### config.mk
export PLATFORM = sky130hd
export DESIGN_NAME = lis_front
export DESIGN_NICKNAME = d
export VERILOG_FILES = /design/src/sv/lis_pkg.sv /design/src/sv/lis_front.sv
export SDC_FILE = /design/constraint.sdc
export NUM_CORES = 2
export LEC_CHECK = 0
export ABC_AREA = 1
export CAP_MARGIN = 20
export CORE_ASPECT_RATIO = 1.5
export CORE_MARGIN = 2
export CORE_UTILIZATION = 40
export DETAILED_ROUTE_END_ITERATION = 7
export DONT_BUFFER_PORTS = 1
export SYNTH_ARGS = -nofsm -noshare
export SYNTH_HDL_FRONTEND = slang
export SYNTH_SLANG_ARGS = --single-unit
### constraint.sdc
create_clock -name clock -period 7.4 [get_ports clock]
set_clock_uncertainty 0.2 [all_clocks]
set_input_delay 1.48 -clock clock [delete_from_list [all_inputs] [get_ports clock]]
set_output_delay 1.48 -clock clock [all_outputs]
set_load 0.01 [all_outputs]
### src/sv/lis_pkg.sv
`timescale 1ns / 1ps

package lis_pkg;

   localparam int COEF_W     = 16;
   localparam int PROD_W     = 2 * COEF_W;
   localparam int SUM_W      = PROD_W + 1;
   localparam int MAG_W      = PROD_W;
   localparam int FRAC_W     = 16;
   localparam int DVD_W      = MAG_W + FRAC_W;
   localparam int DIV_STAGES = DVD_W;
   localparam int COORD_W    = 32;

   typedef logic signed [COEF_W-1:0]  lis_coef_type;
   typedef logic signed [COORD_W-1:0] lis_coord_type;

   localparam lis_coord_type COORD_MAX = 32'sh7FFF_FFFF;
   localparam lis_coord_type COORD_MIN = 32'sh8000_0000;

   typedef struct packed {
      lis_coef_type first_a;
      lis_coef_type first_b;
      lis_coef_type first_c;
      lis_coef_type second_a;
      lis_coef_type second_b;
      lis_coef_type second_c;
   } lis_lines_type;

   typedef struct packed {
      logic parallel;
      logic neg_x;
      logic neg_y;
   } lis_meta_type;

   typedef struct packed {
      logic [MAG_W-1:0] den;
      logic [MAG_W-1:0] num_x;
      logic [MAG_W-1:0] num_y;
      lis_meta_type     meta;
   } lis_front_type;

   typedef struct packed {
      logic [MAG_W-1:0] rem;
      logic [DVD_W-1:0] dvd;
      logic [DVD_W-1:0] quo;
   } lis_lane_type;

endpackage

### src/sv/lis_front.sv
`timescale 1ns / 1ps

module lis_front (
   input  logic                  clock,
   input  logic                  reset,
   input  logic                  en,
   input  logic                  in_valid,
   input  lis_pkg::lis_lines_type in_lines,
   output logic                  out_valid,
   output lis_pkg::lis_front_type out_data
);
   import lis_pkg::*;

   // Stage A: the six coefficient products.
   logic                     va_ff;
   logic signed [PROD_W-1:0] p_a1b2_in, p_a2b1_in, p_b1c2_in, p_b2c1_in, p_c1a2_in, p_a1c2_in;
   logic signed [PROD_W-1:0] p_a1b2_ff, p_a2b1_ff, p_b1c2_ff, p_b2c1_ff, p_c1a2_ff, p_a1c2_ff;

   // Stage B: determinant and both numerators, exact.
   logic                    vb_ff;
   logic signed [SUM_W-1:0] det_in, nx_in, ny_in;
   logic signed [SUM_W-1:0] det_ff, nx_ff, ny_ff;

   // Stage C: magnitudes and signs for the unsigned divider.
   logic          vc_ff;
   lis_front_type front_in;
   lis_front_type front_ff;

   function automatic logic [MAG_W-1:0] magnitude(input logic signed [SUM_W-1:0] v);
      logic [SUM_W-1:0] m;
      m = v[SUM_W-1] ? (SUM_W'(0) - SUM_W'(v)) : SUM_W'(v);
      return m[MAG_W-1:0];
   endfunction

   assign p_a1b2_in = in_lines.first_a  * in_lines.second_b;
   assign p_a2b1_in = in_lines.second_a * in_lines.first_b;
   assign p_b1c2_in = in_lines.first_b  * in_lines.second_c;
   assign p_b2c1_in = in_lines.second_b * in_lines.first_c;
   assign p_c1a2_in = in_lines.first_c  * in_lines.second_a;
   assign p_a1c2_in = in_lines.first_a  * in_lines.second_c;

   assign det_in = {p_a1b2_ff[PROD_W-1], p_a1b2_ff} - {p_a2b1_ff[PROD_W-1], p_a2b1_ff};
   assign nx_in  = {p_b1c2_ff[PROD_W-1], p_b1c2_ff} - {p_b2c1_ff[PROD_W-1], p_b2c1_ff};
   assign ny_in  = {p_c1a2_ff[PROD_W-1], p_c1a2_ff} - {p_a1c2_ff[PROD_W-1], p_a1c2_ff};

   always_comb begin
      front_in.den           = magnitude(det_ff);
      front_in.num_x         = magnitude(nx_ff);
      front_in.num_y         = magnitude(ny_ff);
      front_in.meta.parallel = (det_ff == '0);
      front_in.meta.neg_x    = nx_ff[SUM_W-1] ^ det_ff[SUM_W-1];
      front_in.meta.neg_y    = ny_ff[SUM_W-1] ^ det_ff[SUM_W-1];
   end

   always_ff @(posedge clock) begin
      if (reset) begin
         va_ff <= 1'b0;
         vb_ff <= 1'b0;
         vc_ff <= 1'b0;
      end else if (en) begin
         va_ff <= in_valid;
         vb_ff <= va_ff;
         vc_ff <= vb_ff;
      end
   end

   always_ff @(posedge clock) begin
      if (en) begin
         p_a1b2_ff <= p_a1b2_in;
         p_a2b1_ff <= p_a2b1_in;
         p_b1c2_ff <= p_b1c2_in;
         p_b2c1_ff <= p_b2c1_in;
         p_c1a2_ff <= p_c1a2_in;
         p_a1c2_ff <= p_a1c2_in;
         det_ff    <= det_in;
         nx_ff     <= nx_in;
         ny_ff     <= ny_in;
         front_ff  <= front_in;
      end
   end

   assign out_valid = vc_ff;
   assign out_data  = front_ff;

endmodule

== Word level (Yosys, flattened, before mapping) ==
Cells that the tools add are included.
Storage, ports and cells
  flip-flop bits (word level): 393
  bits of input ports: 100
  output and inout bits: 100
  logic and storage cells: 36
Cells by class
  add/sub/neg operators: 6
  $mul: 6
  multiplexer cells: 3
  bitwise operators: 2
  reductions and logical operators: 1
Operators with widths (number)
  $mul A16 B16 Y32: 6
  $sub A32 B32 Y33: 3
  $mux W32: 3
  $sub A1 B32 Y32 const A: 3
  $logic_not A33 Y1: 1
  $xor A1 B1 Y1: 2

== Logic depth before layout (Yosys ltp) ==
  depth in word-level cells: 2
  mapped depth: 26
  depth with buffers taken out: 25

== Worst setup path before layout ==
No wires, ideal clock.
  path kind: input to register
  from: input port in_lines[63] in the netlist's numbering
  to: register p_c1a2_ff[30], data pin
  arrival: 6.581 ns
  required time: 6.948 ns
  path slack: 0.367 ns
  stages on the path: 21
  buffers on the path: 2
  cell sequence: clkbuf_1 clkbuf_1 nand2_1 inv_1 fa_1 fa_1 fa_1 fa_1 fa_1 inv_1 fa_1 inv_1 ha_1 nand2_1 inv_1 nand2_1 nor3_1 and2_1 nand2_1 nand3_1 nand2_1
Between the ends
  word-level cells in the longest chain between the ends: 1
Ends and longest elaborated chain
  from (decl): line lis_front.sv:8  | input lis_pkg::lis_lines_type in_lines,
  $mul A16 B16 Y32: line lis_front.sv:39  | assign p_c1a2_in = in_lines.first_c * in_lines.second_a;
  net p_c1a2_in[30]: line lis_front.sv:16  | logic signed [PROD_W-1:0] p_a1b2_in, p_a2b1_in, p_b1c2_in, p_b2c1_in, p_c1a2_in, p_a1c2_in;
  to (signal assigned): line lis_front.sv:73  | p_c1a2_ff <= p_c1a2_in;
  to (decl): line lis_front.sv:17  | logic signed [PROD_W-1:0] p_a1b2_ff, p_a2b1_ff, p_b1c2_ff, p_b2c1_ff, p_c1a2_ff, p_a1c2_ff;
The timed path passes the listed nets, and every way through them passes these cells.
A chain may end at the register's enable or synchronous reset.

== Worst setup path in the final report ==
  from: input port in_lines[33] in the netlist's numbering
  to: register p_c1a2_ff[25], data pin
Same word-level chain as after synthesis.

==> run summary <==
GRT overflow - 0
Std-Cell Rows - 208
Max-slew violations - 263
Placeable Area - 214200 µm²
Die Span Y - 572.9 µm
1st-pass router iterations - 8
Synth Instances - 11147
Vias - 68300
Relative slew slack - -0.8885
First-pass GRT wire length - 422600 µm
Final setup fails - 0
Synth Area in Adders - 0.4510
WP data arrival - 6.80 ns
Max cap viols - 0
Seq/Total Area, Yosys - 0.1364
Clk slew on worst S/H paths - 0.06 ns
Mapped Area - 86310 µm²
Fin crit share - 0.8962
Post-route ant nets - 0
Post-CTS Hold Buffers - 0
Residual DRC - 0
Vias per inst - 4.953
Crit path largest cell delay - 0.99 ns
Slew @ Worst Pin - 2.833 ns
Synth unique cells - 38
Syn-to-layout area delta - 4.785%
Number of flops mapped to enable cells by yosys - 390
Largest delay share family, worst path - adder cells
PortBufs - 0
Vias in the first global route - 72629
Min Tclk post-route - 6.632 ns
GR Util All Layers - 0.2512
Placed instance area - 88910 µm²
Total detailed-routing wirelength - 274200 µm
Setup WS pre-CTS - 0.1290 ns
Crit path cell chain - nand2_1 > inv_1 > fa_1 > fa_1 > fa_1 > fa_1 > fa_1 > inv_1 > fa_1 > inv_1 > ha_1 > nand2_1 > nor2_1 > inv_1 > nor2_1 > nand4_1 > nand4_1 > nand2_1
Worst-case clock buffer depth - 3
Worst Path Required - 7.57 ns
Fin. Hold Viols - 0
Routed length per placed instance - 19.89 µm
H-tree depth - 2
Die X - 383.3 µm
# nets final - 13181
Setup TNS - 0 ns
Area share of and/or/nand/nor cells after synthesis - 0.2020
CP max-delay cell - fa_1
Worst path bufs/invs - 4
Async S/R FF share, synth - 0
RSZ-0062 raised after global routing - no
Routability-driven placement congestion ratio - 0.9635
CTS buffer count - 44
CTS tree - done
Ys Warns - 0
Violated checks - slew limit
#FFs+latches synth - 393
I/O pin total - 200
Worst setup margin - 0.7683 ns
CP Class - in2reg
CTS root buffer - clkbuf_16
Hold WC Path Type - reg2reg
Post-route cell area - 90440 µm²
Post_cts resized - 0
Clk sinks - 393
Compound-Gate Fraction of Synth Area - 0.02877
Starting density of the core - 0.4030
Share of cells above drive strength 1 - 0.02110
Die area - 219600 µm²
Setup bufs post-CTS - 0
Critical path fanouts, max - 32
DP Wirelength - 221200 µm
Most frequent CP cell - fa_1
Starting DRT DRC Count - 4423
Largest net degree at the start of global routing - 395
Largest family of logic cells by synthesized area - adder cells
Xor/xnor share of the synthesized area - 0.02486
Status - complete, but fails checks
Worst skew pair latency - 0.64 ns
Crit start category - input pin
Initial antenna violation count - 10
Syn nets - 13413
Avg Cell Area, Syn - 7.743 µm²
Crit. End Element - register
Max Fclk - 150.8 MHz
Mux cell area share after synthesis - 0
Most used DFF post-synth - edfxtp_1
kinds of logic (layout without fill, tap and decap cells):
group	count (synthesis)	in the layout
simple gates	4276	4276
xor+xnor	245	245
flops	393	393
compound gates	458	458
fa+ha+maj	2166	2166
buf+inv	3609	3412
other cells	0	4
state kept, by name, summed over array words and instances, names as in the netlist:
| register | cells |
|---|---|
| va_ff | 1 |
| p_a1b2_ff | 32 |
| p_a1c2_ff | 32 |
| p_b2c1_ff | 32 |
| p_c1a2_ff | 32 |
| p_a2b1_ff | 32 |
| out_valid | 1 |
| det_ff | 33 |
| nx_ff | 33 |
| p_b1c2_ff | 32 |
| ny_ff | 33 |
| out_data | 99 |
| vb_ff | 1 |
final timing paths:
check,from,to,slack (ns),depth (start not counted)
worst min register to register,vb_ff$_SDFFE_PP0P_,out_valid$_SDFFE_PP0P_,0.26,2
worst max register to register,p_a1b2_ff[22]$_DFFE_PP_,det_ff[30]$_DFFE_PP_,4.61,8
worst min-delay path,vb_ff$_SDFFE_PP0P_,out_valid$_SDFFE_PP0P_,0.26,2
worst max-delay path,in_lines[33],p_c1a2_ff[25]$_DFFE_PP_,0.77,18
cell usage after synthesis, drive strengths merged (111+ instances only):
cell / instances / area (µm²)
inv: 3309 / 12420
nand2: 3183 / 12000
fa: 1575 / 31530
ha: 591 / 7395
nor2: 498 / 2017
edfxtp: 390 / 11710
nand3: 325 / 1707
clkbuf: 288 / 1081
a21oi: 258 / 1291
xor2: 212 / 1857
o21ai: 131 / 678.2
nand4: 111 / 694.4
worst register-to-register path, cell delays in order, from the launching register on:
cell and delay [ns]:
edfxtp_1 0.59, ha_1 0.53, nand2_1 0.19, nor3_2 0.28, nand2_1 0.19, nor3_1 0.17
nand2_1 0.16, nand3_1 0.12, nand2_1 0.09
cell type report:
class | instances | area (µm²)
Sequential cell | 393 | 11770
Fill cell | 21501 | 123700
Timing Repair Buffer | 22 | 177.7
Clock inverter | 29 | 395.4
Clock buffer | 52 | 1131
Tap cell | 2835 | 3547
Antenna cell | 4 | 10.01
Inverter | 3309 | 12420
Multi-Input combinational cell | 7145 | 60990
per-layer routing:
metal | share of wire | global-route usage | vias up | routed length, µm
met5 | 0 | 0 | - | 0
met4 | 0.051 | 0.1087 | 0 | 13870
met3 | 0.056 | 0.02723 | 477 | 15290
met2 | 0.50 | 0.4455 | 2151 | 137500
met1 | 0.39 | 0.3062 | 33980 | 107600
li1 | - | - | 31692 | -
per-stage QoR:
stage | std cells | util | hold WS (ns)
after global routing | 13786 | 0.4222 | 0.2763
after global placement | 13704 | 0.4151 | 0.2360
final | 13789 | 0.4223 | 0.2608
after detailed placement | 13704 | 0.4151 | 0.2553
after floorplan | 11147 | - | 0.2264
after CTS | 13785 | 0.4222 | 0.2658
layout by cell type, fill, tap and decap left out, types with 72 or more instances in the layout:
cell	Yosys	layout
a21oi_1	258	258
edfxtp_1	390	390
fa_1	1575	1575
ha_1	591	591
inv_1	3296	3296
nand2_1	3163	3163
nand3_1	309	309
nand4_1	111	111
nor2_1	451	451
nor3_1	72	72
o21ai_0	117	117
xor2_1	212	212
Power is not shown: default switching activity piles up to over one toggle a cycle in this logic, so the estimate is an artifact.
