## config.mk

```make
export PLATFORM = sky130hd
export DESIGN_NAME = lis_post
export DESIGN_NICKNAME = d
export VERILOG_FILES = /design/src/sv/lis_pkg.sv /design/src/sv/lis_post.sv
export SDC_FILE = /design/constraint.sdc
export NUM_CORES = 1
export LEC_CHECK = 0
export ABC_CLOCK_PERIOD_IN_PS = 6300
export BUFFER_PORTS_ARGS = -buffer_cell sky130_fd_sc_hd__buf_2
export CAP_MARGIN = 25
export CORE_UTILIZATION = 25
export CTS_BUF_LIST = sky130_fd_sc_hd__clkbuf_8
export DETAILED_ROUTE_END_ITERATION = 10
export PLACE_DENSITY_LB_ADDON = 0.12
export SLEW_MARGIN = 10
export SYNTH_ARGS = -nofsm -noshare
export SYNTH_HDL_FRONTEND = slang
export SYNTH_SLANG_ARGS = --single-unit
```

## constraint.sdc

```tcl
create_clock -name clock -period 6.3 [get_ports clock]
set_clock_uncertainty 0.15 [all_clocks]
set_input_delay 0.63 -clock clock [delete_from_list [all_inputs] [get_ports clock]]
set_output_delay 0.63 -clock clock [all_outputs]
set_load 0.1 [all_outputs]
```

## src/sv/lis_pkg.sv

```systemverilog
`timescale 1ns / 1ps

package lis_pkg;

   localparam int COEF_W     = 16;
   localparam int PROD_W     = 2 * COEF_W;
   localparam int SUM_W      = PROD_W + 1;
   localparam int MAG_W      = PROD_W;
   localparam int FRAC_W     = 16;
   localparam int DVD_W      = MAG_W + FRAC_W;
   localparam int DIV_STAGES = DVD_W;
   localparam int COORD_W    = 32;

   typedef logic signed [COEF_W-1:0]  lis_coef_type;
   typedef logic signed [COORD_W-1:0] lis_coord_type;

   localparam lis_coord_type COORD_MAX = 32'sh7FFF_FFFF;
   localparam lis_coord_type COORD_MIN = 32'sh8000_0000;

   typedef struct packed {
      lis_coef_type first_a;
      lis_coef_type first_b;
      lis_coef_type first_c;
      lis_coef_type second_a;
      lis_coef_type second_b;
      lis_coef_type second_c;
   } lis_lines_type;

   typedef struct packed {
      logic parallel;
      logic neg_x;
      logic neg_y;
   } lis_meta_type;

   typedef struct packed {
      logic [MAG_W-1:0] den;
      logic [MAG_W-1:0] num_x;
      logic [MAG_W-1:0] num_y;
      lis_meta_type     meta;
   } lis_front_type;

   typedef struct packed {
      logic [MAG_W-1:0] rem;
      logic [DVD_W-1:0] dvd;
      logic [DVD_W-1:0] quo;
   } lis_lane_type;

endpackage

```

## src/sv/lis_post.sv

```systemverilog
`timescale 1ns / 1ps

module lis_post (
   input  logic                      clock,
   input  logic                      reset,
   input  logic                      en,
   input  logic                      in_valid,
   input  lis_pkg::lis_meta_type     in_meta,
   input  logic [lis_pkg::DVD_W-1:0] in_quo_x,
   input  logic [lis_pkg::DVD_W-1:0] in_quo_y,
   output logic                      out_valid,
   output lis_pkg::lis_coord_type    out_x,
   output lis_pkg::lis_coord_type    out_y,
   output logic                      out_parallel,
   output logic                      out_saturated
);
   import lis_pkg::*;

   typedef struct packed {
      lis_coord_type value;
      logic          sat;
   } lis_clamp_type;

   localparam logic [DVD_W-1:0] POS_LIMIT = DVD_W'(COORD_MAX);
   localparam logic [DVD_W-1:0] NEG_LIMIT = {{(DVD_W-COORD_W){1'b0}}, COORD_MIN};

   lis_clamp_type cx, cy;
   logic          valid_ff;
   lis_coord_type x_in, y_in, x_ff, y_ff;
   logic          par_ff, sat_in, sat_ff;

   // Apply the sign to the quotient magnitude and clamp it to 32 bits.
   function automatic lis_clamp_type clamp_coord(input logic [DVD_W-1:0] quo,
                                                 input logic neg);
      lis_clamp_type r;
      r.sat = 1'b0;
      if (neg && (quo != '0)) begin
         if (quo > NEG_LIMIT) begin
            r.sat   = 1'b1;
            r.value = COORD_MIN;
         end else begin
            r.value = COORD_W'(0) - quo[COORD_W-1:0];
         end
      end else if (quo > POS_LIMIT) begin
         r.sat   = 1'b1;
         r.value = COORD_MAX;
      end else begin
         r.value = quo[COORD_W-1:0];
      end
      return r;
   endfunction

   assign cx = clamp_coord(in_quo_x, in_meta.neg_x);
   assign cy = clamp_coord(in_quo_y, in_meta.neg_y);

   always_comb begin
      if (in_meta.parallel) begin
         x_in   = '0;
         y_in   = '0;
         sat_in = 1'b0;
      end else begin
         x_in   = cx.value;
         y_in   = cy.value;
         sat_in = cx.sat | cy.sat;
      end
   end

   always_ff @(posedge clock) begin
      if (reset) begin
         valid_ff <= 1'b0;
      end else if (en) begin
         valid_ff <= in_valid;
      end
   end

   always_ff @(posedge clock) begin
      if (en) begin
         x_ff   <= x_in;
         y_ff   <= y_in;
         par_ff <= in_meta.parallel;
         sat_ff <= sat_in;
      end
   end

   assign out_valid     = valid_ff;
   assign out_x         = x_ff;
   assign out_y         = y_ff;
   assign out_parallel  = par_ff;
   assign out_saturated = sat_ff;

endmodule

```

# --- Word-level counts from Yosys, hierarchy flattened ---
# Index checks and enable logic that the tools add are counted.
totals:
  ff_bits: 67
  out_inout_bits: 67
  word_cells: 26
op_classes:
  add_sub_neg: 2
  magnitude_cmp: 4
  n_mux: 10
  bitwise: 1
  reduce_logical: 4
op_table:
  columns: ["op", "count"]
  rows:
  - ["$mux 32", 4]
  - ["$gt 48x31->1 const B", 2]
  - ["$gt 48x32->1 const B", 2]
  - ["$reduce_bool 48->1", 2]
  - ["$mux 33", 2]
  - ["$sub 1x32->32 const A", 2]
  - ["$mux 1", 4]
  - ["$logic_and 1x1->1", 2]
  - ["$or 1x1->1", 1]

# --- Longest topological paths before layout ---
# Gate-level depths: netlist of run 1.
depth:
  depth_word: 4
  ltp_mapped: 12

# --- Worst setup path after synthesis of run 1 ---
# No wires, ideal clock.
synth_timing:
  path_kind: "input-to-reg"
  start: "input port in_quo_y[0] (netlist name)"
  end: "register y_ff[27], in the netlist out_y[27], data pin"
  setup_time_ps: 142
  t_arrival_ps: 3037
  t_required_ps: 6008
  path_slack_ps: 2971
  stages: 12
  cell_sequence: "inv_1 > ha_1 > or4b_1 > buf_2 > or4_4 > buf_6 > o41ai_4 > and2_4 > buf_8 > buf_12 > a21oi_2 > o21ai_2"
synth_between:
  elab_chain_cells: 3
  elab_cells_between_ends: 8
  classes_between: "add/sub: 1; order compare: 2; mux: 3; reduce/logical: 2"
synth_rtl:
  columns: ["item", "line_no", "text"]
  rows:
  - ["start, declared", "lis_post.sv:10", "input logic [lis_pkg::DVD_W-1:0] in_quo_y,"]
  - ["$gt 48x31->1 (tied with other cells)", "lis_post.sv:44", "end else if (quo > POS_LIMIT) begin"]
  - ["$mux 32 (tied with other cells)", "lis_post.sv:44", null]
  - ["$mux 33 *", "lis_post.sv:37", "if (neg && (quo != '0)) begin"]
  - ["end signal, assigned", "lis_post.sv:79", "y_ff <= y_in;"]
  - ["end, declared", "lis_post.sv:29", "lis_coord_type x_in, y_in, x_ff, y_ff;"]
# Every way passes the cells marked *; elsewhere a longest branch is shown, timed or not.
# A chain may end at the register's enable or synchronous reset.

# --- Worst setup path in the final report of run 1 ---
layout_timing:
  start: "input port in_quo_x[1] (netlist name)"
  end: "register x_ff[17], in the netlist out_x[17], data pin"
layout_between:
  elab_chain_cells: 3
  elab_cells_between_ends: 8
  classes_between: "add/sub: 1; order compare: 2; mux: 3; reduce/logical: 2"
layout_rtl:
  columns: ["item", "line_no", "text"]
  rows:
  - ["start, declared", "lis_post.sv:9", "input logic [lis_pkg::DVD_W-1:0] in_quo_x,"]
  - ["$gt 48x31->1 (tied with other cells)", "lis_post.sv:44", null]
  - ["$mux 32 (tied with other cells)", "lis_post.sv:44", null]
  - ["$mux 33 *", "lis_post.sv:37", null]
  - ["end signal, assigned", "lis_post.sv:78", "x_ff <= x_in;"]
  - ["end, declared", "lis_post.sv:29", null]
# Marks and branches as above.

==> results.py, run 1 <==
metrics = {
    "run_status": {
        "status": "finished clean",
    },
    "sta": {
        "timing.fmax_ghz": 0.270,
        "finalCritPeriodShare_pct": 58.8,
        "rsz0062_at_grt": "false",
        "setup_viol": 0,
        "worst_pin_slew_ns": 1.01,
        "worst_slack_ns": 2.59,
        "drv_slew": 0,
        "fin_crit_ns": 3.71,
        "slew_headroom_pct": 31.0,
        "tns_ns": 0,
        "final-hold-violation-count": 0,
    },
    "final_layout": {
        "fin_nets": 790,
        "stdcell_count": 924,
        "final_common_cell": "buf_2",
        "areaGrowthSynthToFinish_pct": 24.6,
        "final_util_pct": 31.8,
        "drive_above_1_share_pct": 29.4,
        "final_cell_mix": "169 x buf_2, 66 x edfxtp_1, 50 x nor2_1, 48 x nand2_1, 38 x nor3_1",
        "diodes": 0,
    },
    "drt": {
        "drtIter0Drc": 469,
        "routed_wl_um": 17000,
        "via_count": 4942,
        "wl_per_cell_um": 18.4,
        "antenna_left": 0,
        "first_pass_iters": 5,
        "viasPerCell": 5.35,
        "drc_errors": 0,
    },
    "worst_setup_path": {
        "worstSetupStartpointType": "primary input",
        "path_cells": "buf_2, inv_1, ha_1, nor4b_2, nand2_1, nor4_2, mux2i_1, o21ai_0, o211ai_1",
        "crit_fanout": 11,
        "cp_slowest_cell": "mux2i_1",
        "arrival_ns": 3.76,
        "required_ns": 6.35,
        "slowest_delay_ns": 0.90,
        "endpoint_kind": "flip-flop",
        "critPathKind": "in2reg",
    },
    "cts": {
        "cts_setup_buffers": 0,
        "cts_buffer_depth": 2,
        "clkTransAtPathRegs_ns": 0.08,
        "clock_latency_ns": 0.36,
        "cts-resized-gates": 0,
        "cts_tree": "done",
        "cts_inserted_buffers": 9,
        "h-tree-depth": 3,
        "cts_root_buffer": "clkbuf_8",
        "cts_num_sinks": 67,
        "ctsHoldBuffers": 0,
    },
    "logic_synthesis": {
        "synth_flop_cell": "edfxtp_1",
        "synth_nets": 637,
        "async_flop_share_pct": 0,
        "synth_edf_count": 66,
        "ys_types": 61,
        "yosysWarnings": 0,
        "netlist_area_sq_mm": 0.00477,
        "synth_area_per_cell_sq_um": 8.97,
        "ys_seq_elements": 67,
        "synth-seq-area-share_pct": 42.0,
        "netlist_instances": 532,
    },
    "placed_design": {
        "hpwl_um": 12500,
        "dp_cells": 908,
        "io_buffers": 169,
        "routabilityCongestion": 0.848,
        "place_worst_setup_slack_ns": 2.27,
    },
    "grt": {
        "overflow": 0,
        "grt_pass1_vias": 4886,
        "grt_pass1_wl_um": 26900,
        "antenna_found_initial": 0,
        "grtUsageTotal_pct": 17.6,
        "grt_max_degree": 68,
    },
    "floorplanning": {
        "start_util_pct": 25.5,
        "rows": 50,
        "coreArea_sq_mm": 0.0187,
        "die-area_sq_mm": 0.0196,
        "die_w_um": 140,
        "ioPinCount": 170,
        "die_h_um": 140,
    },
    "power_and_ir_drop": {
        "power_mw": 1.35,
        "worst_ir_drop_vdd_mv": 0.0882,
        "power_frac_comb_pct": 34.5,
        "p_switching_mw": 0.582,
        "clockPowerShare_pct": 25.2,
        "sw_frac_of_total_pct": 43.2,
        "p_int_mw": 0.764,
        "cellLeakagePower_nw": 2.29,
        "pwr-share-seq_pct": 40.3,
        "power.density_mw_per_mm2": 226,
    },
    "worst_hold_path": {
        "hold_path_class": "in2reg",
    },
    "flow_run": {
        "maxCapViolations": 0,
    },
}
==> state kept, by name, summed over array words and instances (netlist names) <==
signal	count
out_valid	1
out_saturated	1
out_x	32
out_y	32
out_parallel	1
==> kinds of logic after synthesis <==
kind of cell               count (synthesis)  synth area share, %
and+or+nand+nor                          252                 28.2
AOI/OAI and AO/OA                        160                 23.6
DFF                                       67                 42.0
buffers and inverters                     45                 4.40
muxes                                      5                 1.08
adders and majority gates                  2                0.524
xor gates and xnor gates                   1                0.184
==> metrics by stage <==
| step | hold WS, ns | area [sq um] |
|---|---|---|
| after floorplan | 0.552 | 4770 |
| after global placement | 0.316 | 5780 |
| after detailed placement | 0.342 | 5780 |
| after CTS | 0.234 | 5950 |
| after global routing | 0.256 | 5950 |
| final | 0.262 | 5950 |
==> cell type report <==
type                            instances  area, sq um
Clock buffer                           10          138
Clock inverter                          6         33.8
Fill cell                            1997        12800
Inverter                               16         60.1
Multi-Input combinational cell        420         2560
Sequential cell                        67         2000
Tap cell                              234          293
Timing Repair Buffer                  171          861
==> worst max-delay path, delay by kind of cell <==
kind | cells | cell delay [ns]
AND/OR/NAND/NOR | 3 | 1.38
multiplexers | 1 | 0.90
AO/OA/AOI/OAI | 2 | 0.43
adder cells (fa/ha/maj) | 1 | 0.24
buffers and inverters | 2 | 0.17
==> synthesized netlist by cell type, drive strengths merged, types with 4 or more instances <==
master,number,area (sq um)
a211o,8,70.1
a211oi,9,80.1
a21o,14,105
a21oi,31,166
a311oi,4,35.0
a31oi,15,93.8
and2,8,52.6
and3,7,43.8
and4,4,35.0
buf,8,71.3
clkbuf,21,78.8
edfxtp,66,1980
inv,16,60.1
mux2i,4,40.0
nand2,48,180
nand2b,6,37.5
nand3,19,95.1
nand4,6,37.5
nand4b,4,35.0
nor2,50,188
nor3,38,190
nor3b,6,45.0
nor4,30,209
o211ai,18,135
o21ai,29,156
o311ai,6,52.6
o31a,4,35.0
o31ai,9,67.6
or3,9,56.3
or4,11,86.3
==> routing by layer <==
| metal | share of wire, % | wire (um) | track usage (%) | vias up |
|---|---|---|---|---|
| met4 | 2.8 | 476 | 8.21 | 0 |
| met1 | 42 | 7220 | 21.3 | 2332 |
| met2 | 50 | 8530 | 30.5 | 163 |
| li1 | - | - | - | 2416 |
| met3 | 4.5 | 768 | 2.87 | 31 |
| met5 | 0 | 0 | 0 | - |
==> power by group through the flow <==
stage | combinational [mW] | sequential (mW) | clock (mW)
3_3_place_gp | 0.466 | 0.554 | 0
2_1_floorplan | 0.0741 | 0.828 | 0
6_report | 0.465 | 0.542 | 0.340
3_5_place_dp | 0.466 | 0.553 | 0
5_1_grt | 0.487 | 0.546 | 0.376
4_1_cts | 0.467 | 0.543 | 0.355
==> worst paths after layout <==
check,from,to,slack [ns],cells after the start
setup / recovery,in_quo_x[1],out_x[17],2.59,9
hold / removal,reset,out_valid,0.26,2
setup reg to reg,out_valid,out_valid,5.56,2
hold reg to reg,out_valid,out_valid,0.35,2
Note: power is estimated with default switching activity, not from simulation.
==> run 2, diff against run 1 <==
--- a/config.mk
+++ b/config.mk
@@ -5,7 +5,7 @@
 export SDC_FILE = /design/constraint.sdc
 export NUM_CORES = 1
 export LEC_CHECK = 0
-export ABC_CLOCK_PERIOD_IN_PS = 6300
+export ABC_CLOCK_PERIOD_IN_PS = 3500
 export BUFFER_PORTS_ARGS = -buffer_cell sky130_fd_sc_hd__buf_2
 export CAP_MARGIN = 25
 export CORE_UTILIZATION = 25
==> constraint.sdc (replaced) <==
create_clock -name clock -period 3.5 [get_ports clock]
set_clock_uncertainty 0.15 [all_clocks]
set_input_delay 0.35 -clock clock [delete_from_list [all_inputs] [get_ports clock]]
set_output_delay 0.35 -clock clock [all_outputs]
set_load 0.1 [all_outputs]
==> results.py, run 2 (synthesized netlist as in run 1, its figures left out) <==
metrics = {
    "cts": {
        "cts_root_buffer": "clkbuf_8",
        "clkTransAtPathRegs_ns": 0.08,
        "cts_setup_buffers": 0,
        "h-tree-depth": 3,
        "cts_num_sinks": 67,
        "cts_buffer_depth": 2,
        "clock_latency_ns": 0.36,
        "cts_tree": "done",
        "cts_inserted_buffers": 9,
        "cts-resized-gates": 0,
    },
    "floorplanning": {
        "die_w_um": 140,
        "rows": 50,
        "die-area_sq_mm": 0.0196,
        "die_h_um": 140,
        "coreArea_sq_mm": 0.0187,
        "ioPinCount": 170,
        "start_util_pct": 25.5,
    },
    "placed_design": {
        "dp_cells": 932,
        "hpwl_um": 13100,
        "place_worst_setup_slack_ns": 0.254,
        "io_buffers": 169,
        "routabilityCongestion": 0.820,
    },
    "grt": {
        "grt_pass1_vias": 5006,
        "grt_max_degree": 41,
        "grtUsageTotal_pct": 18.1,
        "antenna_found_initial": 0,
        "overflow": 0,
        "grt_pass1_wl_um": 27500,
    },
    "worst_setup_path": {
        "required_ns": 3.47,
        "arrival_ns": 2.82,
        "r2r_cells": 2,
        "r2r_start": "out_valid",
        "crit_fanout": 17,
        "rrSetupSlack_ns": 2.77,
        "endpoint_kind": "flip-flop",
        "cp_slowest_cell": "a211o_1",
        "path_common_cell": "a211o_1",
        "path_cells": "buf_2, inv_1, ha_1, or4b_1, nor4_4, a21o_1, a211o_1, nor3_1, a211o_1",
        "worstSetupStartpointType": "primary input",
        "slowest_delay_ns": 0.56,
        "r2r_end": "out_valid",
        "critPathKind": "in2reg",
    },
    "drt": {
        "via_count": 5104,
        "routed_wl_um": 17700,
        "viasPerCell": 5.38,
        "drtIter0Drc": 292,
        "wl_per_cell_um": 18.7,
        "antenna_left": 0,
        "drc_errors": 0,
        "first_pass_iters": 5,
    },
    "flow_run": {
        "maxCapViolations": 0,
    },
    "final_layout": {
        "drive_above_1_share_pct": 31.7,
        "areaGrowthSynthToFinish_pct": 29.7,
        "diodes": 0,
        "final_cell_mix": "169 x buf_2, 66 x edfxtp_1, 50 x nor2_1, 48 x nand2_1, 38 x nor3_1",
        "final_util_pct": 33.1,
        "fin_nets": 815,
        "final_common_cell": "buf_2",
        "stdcell_count": 949,
    },
    "sta": {
        "tns_ns": 0,
        "rsz0062_at_grt": "false",
        "drv_slew": 0,
        "timing.fmax_ghz": 0.351,
        "setup_viol": 0,
        "slew_headroom_pct": 47.7,
        "worst_slack_ns": 0.651,
        "final-hold-violation-count": 0,
        "worst_pin_slew_ns": 0.782,
        "fin_crit_ns": 2.85,
        "finalCritPeriodShare_pct": 81.4,
    },
    "power_and_ir_drop": {
        "clockPowerShare_pct": 28.5,
        "power.density_mw_per_mm2": 413,
        "pwr-share-seq_pct": 38.2,
        "p_switching_mw": 1.05,
        "sw_frac_of_total_pct": 41.1,
        "power_mw": 2.56,
        "power_frac_comb_pct": 33.2,
        "worst_ir_drop_vdd_mv": 0.171,
        "p_int_mw": 1.51,
        "cellLeakagePower_nw": 2.44,
    },
    "run_status": {
        "status": "finished clean",
    },
    "worst_hold_path": {
        "hold_path_class": "in2reg",
        "worstHoldStart": "in_valid",
        "whs_path_depth": 3,
        "min_to": "out_valid",
    },
}
[run 2: what timing repair did]
| action | 4_1_cts | 5_1_grt |
|---|---|---|
| hold buffers | 1 | 0 |
| endpoints found under the setup margin | 0 | 0 |
| hold endpoints to repair | 1 | 0 |
[run 2: metrics by stage]
| stage | instance area, sq um | hold WS [ns] |
|---|---|---|
| floorplan | 4770 | 0.272 |
| global placement | 5970 | 0.323 |
| detailed placement | 5970 | 0.344 |
| CTS | 6190 | 0.0564 |
| global route | 6190 | 0.0569 |
| finish | 6190 | 0.0792 |
[run 2: how the worst max path moves through the flow]
stage | from | endpoint | slack, ns | cells after the start
global route | in_quo_y[0] | out_y[25] | 0.51 | 9
global placement | in_quo_y[0] | out_y[21] | 0.30 | 9
detailed placement | in_quo_y[0] | out_y[10] | 0.25 | 9
finish | in_quo_y[1] | out_y[25] | 0.65 | 9
CTS | in_quo_y[0] | out_y[25] | 0.67 | 9
floorplan | in_quo_y[0] | out_y[27] | 0.45 | 12
[run 2: power by group through the flow]
stage | Clock, mW | Combinational (mW) | Sequential [mW]
after floorplan | 0 | 0.133 | 1.49
after global placement | 0 | 0.846 | 0.997
after detailed placement | 0 | 0.850 | 0.997
after CTS | 0.756 | 0.853 | 0.979
after global routing | 0.779 | 0.888 | 0.984
final | 0.730 | 0.850 | 0.977
[run 2: layer usage]
metal,track usage (%),wire length [um],vias to the layer above
met1,21.4,7380,2424
met4,6.07,378,0
li1,-,-,2466
met5,0,0,-
met2,32.4,9050,188
met3,4.03,922,26
[run 2: worst max-delay path: cells and delay by family]
kind / cells / cell delay (ns)
AOI/OAI and AO/OA: 3 / 1.09
and+or+nand+nor: 3 / 1.01
adders and majority gates: 1 / 0.18
buffers and inverters: 2 / 0.17
[run 2: cell type report]
cell class	count	area [sq um]
fill	1961	12500
tap	234	293
clock inverter	7	85.1
sequential	67	2000
timing repair buffer	196	1060
multi-input combinational	420	2560
clock buffer	9	124
inverter	16	60.1
==> run 3, diff against run 2 <==
--- a/config.mk
+++ b/config.mk
@@ -5,7 +5,7 @@
 export SDC_FILE = /design/constraint.sdc
 export NUM_CORES = 1
 export LEC_CHECK = 0
-export ABC_CLOCK_PERIOD_IN_PS = 3500
+export ABC_CLOCK_PERIOD_IN_PS = 2500
 export BUFFER_PORTS_ARGS = -buffer_cell sky130_fd_sc_hd__buf_2
 export CAP_MARGIN = 25
 export CORE_UTILIZATION = 25
==> constraint.sdc (replaced) <==
create_clock -name clock -period 2.5 [get_ports clock]
set_clock_uncertainty 0.15 [all_clocks]
set_input_delay 0.25 -clock clock [delete_from_list [all_inputs] [get_ports clock]]
set_output_delay 0.25 -clock clock [all_outputs]
set_load 0.1 [all_outputs]
==> results.py, run 3 (synthesized netlist as in run 1, its figures left out) <==
metrics = {
    "sta": {
        "timing.fmax_ghz": 0.416,
        "setup_viol": 0,
        "worst_slack_ns": 0.0983,
        "rsz0062_at_grt": "false",
        "finalCritPeriodShare_pct": 96.1,
        "drv_slew": 0,
        "whs_ns": 0.0979,
        "slew_headroom_pct": 51.2,
        "worst_pin_slew_ns": 0.727,
        "fin_crit_ns": 2.40,
        "final-hold-violation-count": 0,
    },
    "worst_hold_path": {
        "worstHoldStart": "in_quo_x[11]",
        "whs_path_depth": 2,
        "hold_path_class": "in2reg",
    },
    "worst_setup_path": {
        "worstSetupStartpointType": "primary input",
        "r2r_start": "out_valid",
        "critPathKind": "in2reg",
        "slowest_delay_ns": 0.49,
        "r2r_cells": 3,
        "endpoint_kind": "flip-flop",
        "critPathBufInv": 2,
        "required_ns": 2.57,
        "path_cells": "buf_4, inv_6, ha_4, or4b_4, or4_4, o41ai_4, and2_4, a21o_1, a211o_1",
        "cp_top_family": "simple AND/OR/NAND/NOR gates",
        "cp_num_cells": 9,
        "crit_fanout": 18,
        "cp_slowest_cell": "or4b_4",
        "crit_start": "in_quo_y[0]",
        "arrival_ns": 2.47,
    },
    "placed_design": {
        "post_dp_cell_area_sq_mm": 0.00695,
        "place_worst_setup_slack_ns": -0.367,
        "hpwl_um": 14800,
        "dp_cells": 1049,
        "routabilityCongestion": 0.868,
        "io_buffers": 169,
    },
    "cts": {
        "cts_num_sinks": 67,
        "cts_buffer_depth": 2,
        "cts_tree": "done",
        "clkTransAtPathRegs_ns": 0.08,
        "cts_root_buffer": "clkbuf_8",
        "h-tree-depth": 3,
        "cts_inserted_buffers": 9,
        "clock_latency_ns": 0.36,
    },
    "final_layout": {
        "final_common_cell": "buf_2",
        "final_cell_mix": "166 x buf_2, 141 x buf_4, 66 x edfxtp_1, 49 x nor2_1, 46 x nand2_1",
        "register_area_sq_mm": 0.00200,
        "nFillCells": 1952,
        "areaGrowthSynthToFinish_pct": 51.5,
        "diodes": 0,
        "drive_above_1_share_pct": 43.5,
        "multi_input_area_sq_mm": 0.00267,
        "fin_area_sq_mm": 0.00723,
        "fin_nets": 934,
        "stdcell_count": 1068,
    },
    "floorplanning": {
        "die-area_sq_mm": 0.0196,
        "start_util_pct": 25.5,
        "ioPinCount": 170,
        "die_h_um": 140,
        "rows": 50,
        "die_w_um": 140,
        "coreArea_sq_mm": 0.0187,
    },
    "flow_run": {
        "maxCapViolations": 0,
    },
    "drt": {
        "first_pass_iters": 5,
        "wl_per_cell_um": 17.7,
        "via_count": 5585,
        "drtIter0Drc": 441,
        "antenna_left": 0,
        "routed_wl_um": 18900,
        "drc_errors": 0,
        "viasPerCell": 5.23,
    },
    "grt": {
        "grt_pass1_vias": 5412,
        "grtUsageTotal_pct": 19.5,
        "grt_max_degree": 35,
        "grt_pass1_wl_um": 29500,
        "overflow": 0,
        "antenna_found_initial": 0,
    },
    "power_and_ir_drop": {
        "worst_ir_drop_vdd_mv": 0.199,
        "cellLeakagePower_nw": 3.05,
        "power.density_mw_per_mm2": 498,
        "power_mw": 3.60,
    },
    "run_status": {
        "status": "finished clean",
    },
}
run 3: cell types whose count changed in the layout (fill, tap and decap cells not counted), sizes merged:
cell,previous run,this run
clkinv,2,4
buf,195,313
bufinv,2,1
dlygate4sd3,1,2
inv,18,17
run 3: final cells by class:
type                    count  share of cell area [%]
multi-input cells         420                    36.9
repair buffers            315                    27.7
flip-flops and latches     67                    27.7
well taps                 234                    4.05
clock buffers               9                    1.71
inverters                  16                    1.07
clock inverters             7                   0.848
run 3: per-stage QoR:
step	setup TNS, ns	utilization [%]
finish	0	38.7
global route	0	38.7
CTS	0	38.3
detailed placement	-15.33	37.2
global placement	-13.22	37.2
floorplan	-5.91	-
run 3: path summary, 6_finish.rpt:
kind,endpoint,slack (ns)
max,out_y[10],0.1
min,out_x[11],0.1
max reg2reg,out_valid,1.22
min reg2reg,out_valid,0.88
run 3: timing repair:
action	CTS	global route
setup endpoints to repair	3	30
buffers inserted	0	1
pin swaps	0	4
hold buffers	2	0
hold endpoints to repair	1	0
gates resized for setup	2	13
run 3: where the power goes:
group          switching [mW]  internal [mW]
Clock                   0.473          0.451
Combinational            1.01          0.303
Sequential             0.0269           1.34
run 3: routing by layer:
layer	vias up	GRT usage (%)	wire [um]
li1	2697	-	-
met1	2655	23.3	8030
met2	209	34.6	9500
met3	24	3.79	1030
met4	0	6.88	364
met5	-	0	0
run 3: worst reg2reg max path, stage by stage (launching register included):
cell	delay, ns
dfxtp_1	0.31
mux2i_1	0.12
nor2_1	0.05
dlygate4sd3_1	0.55
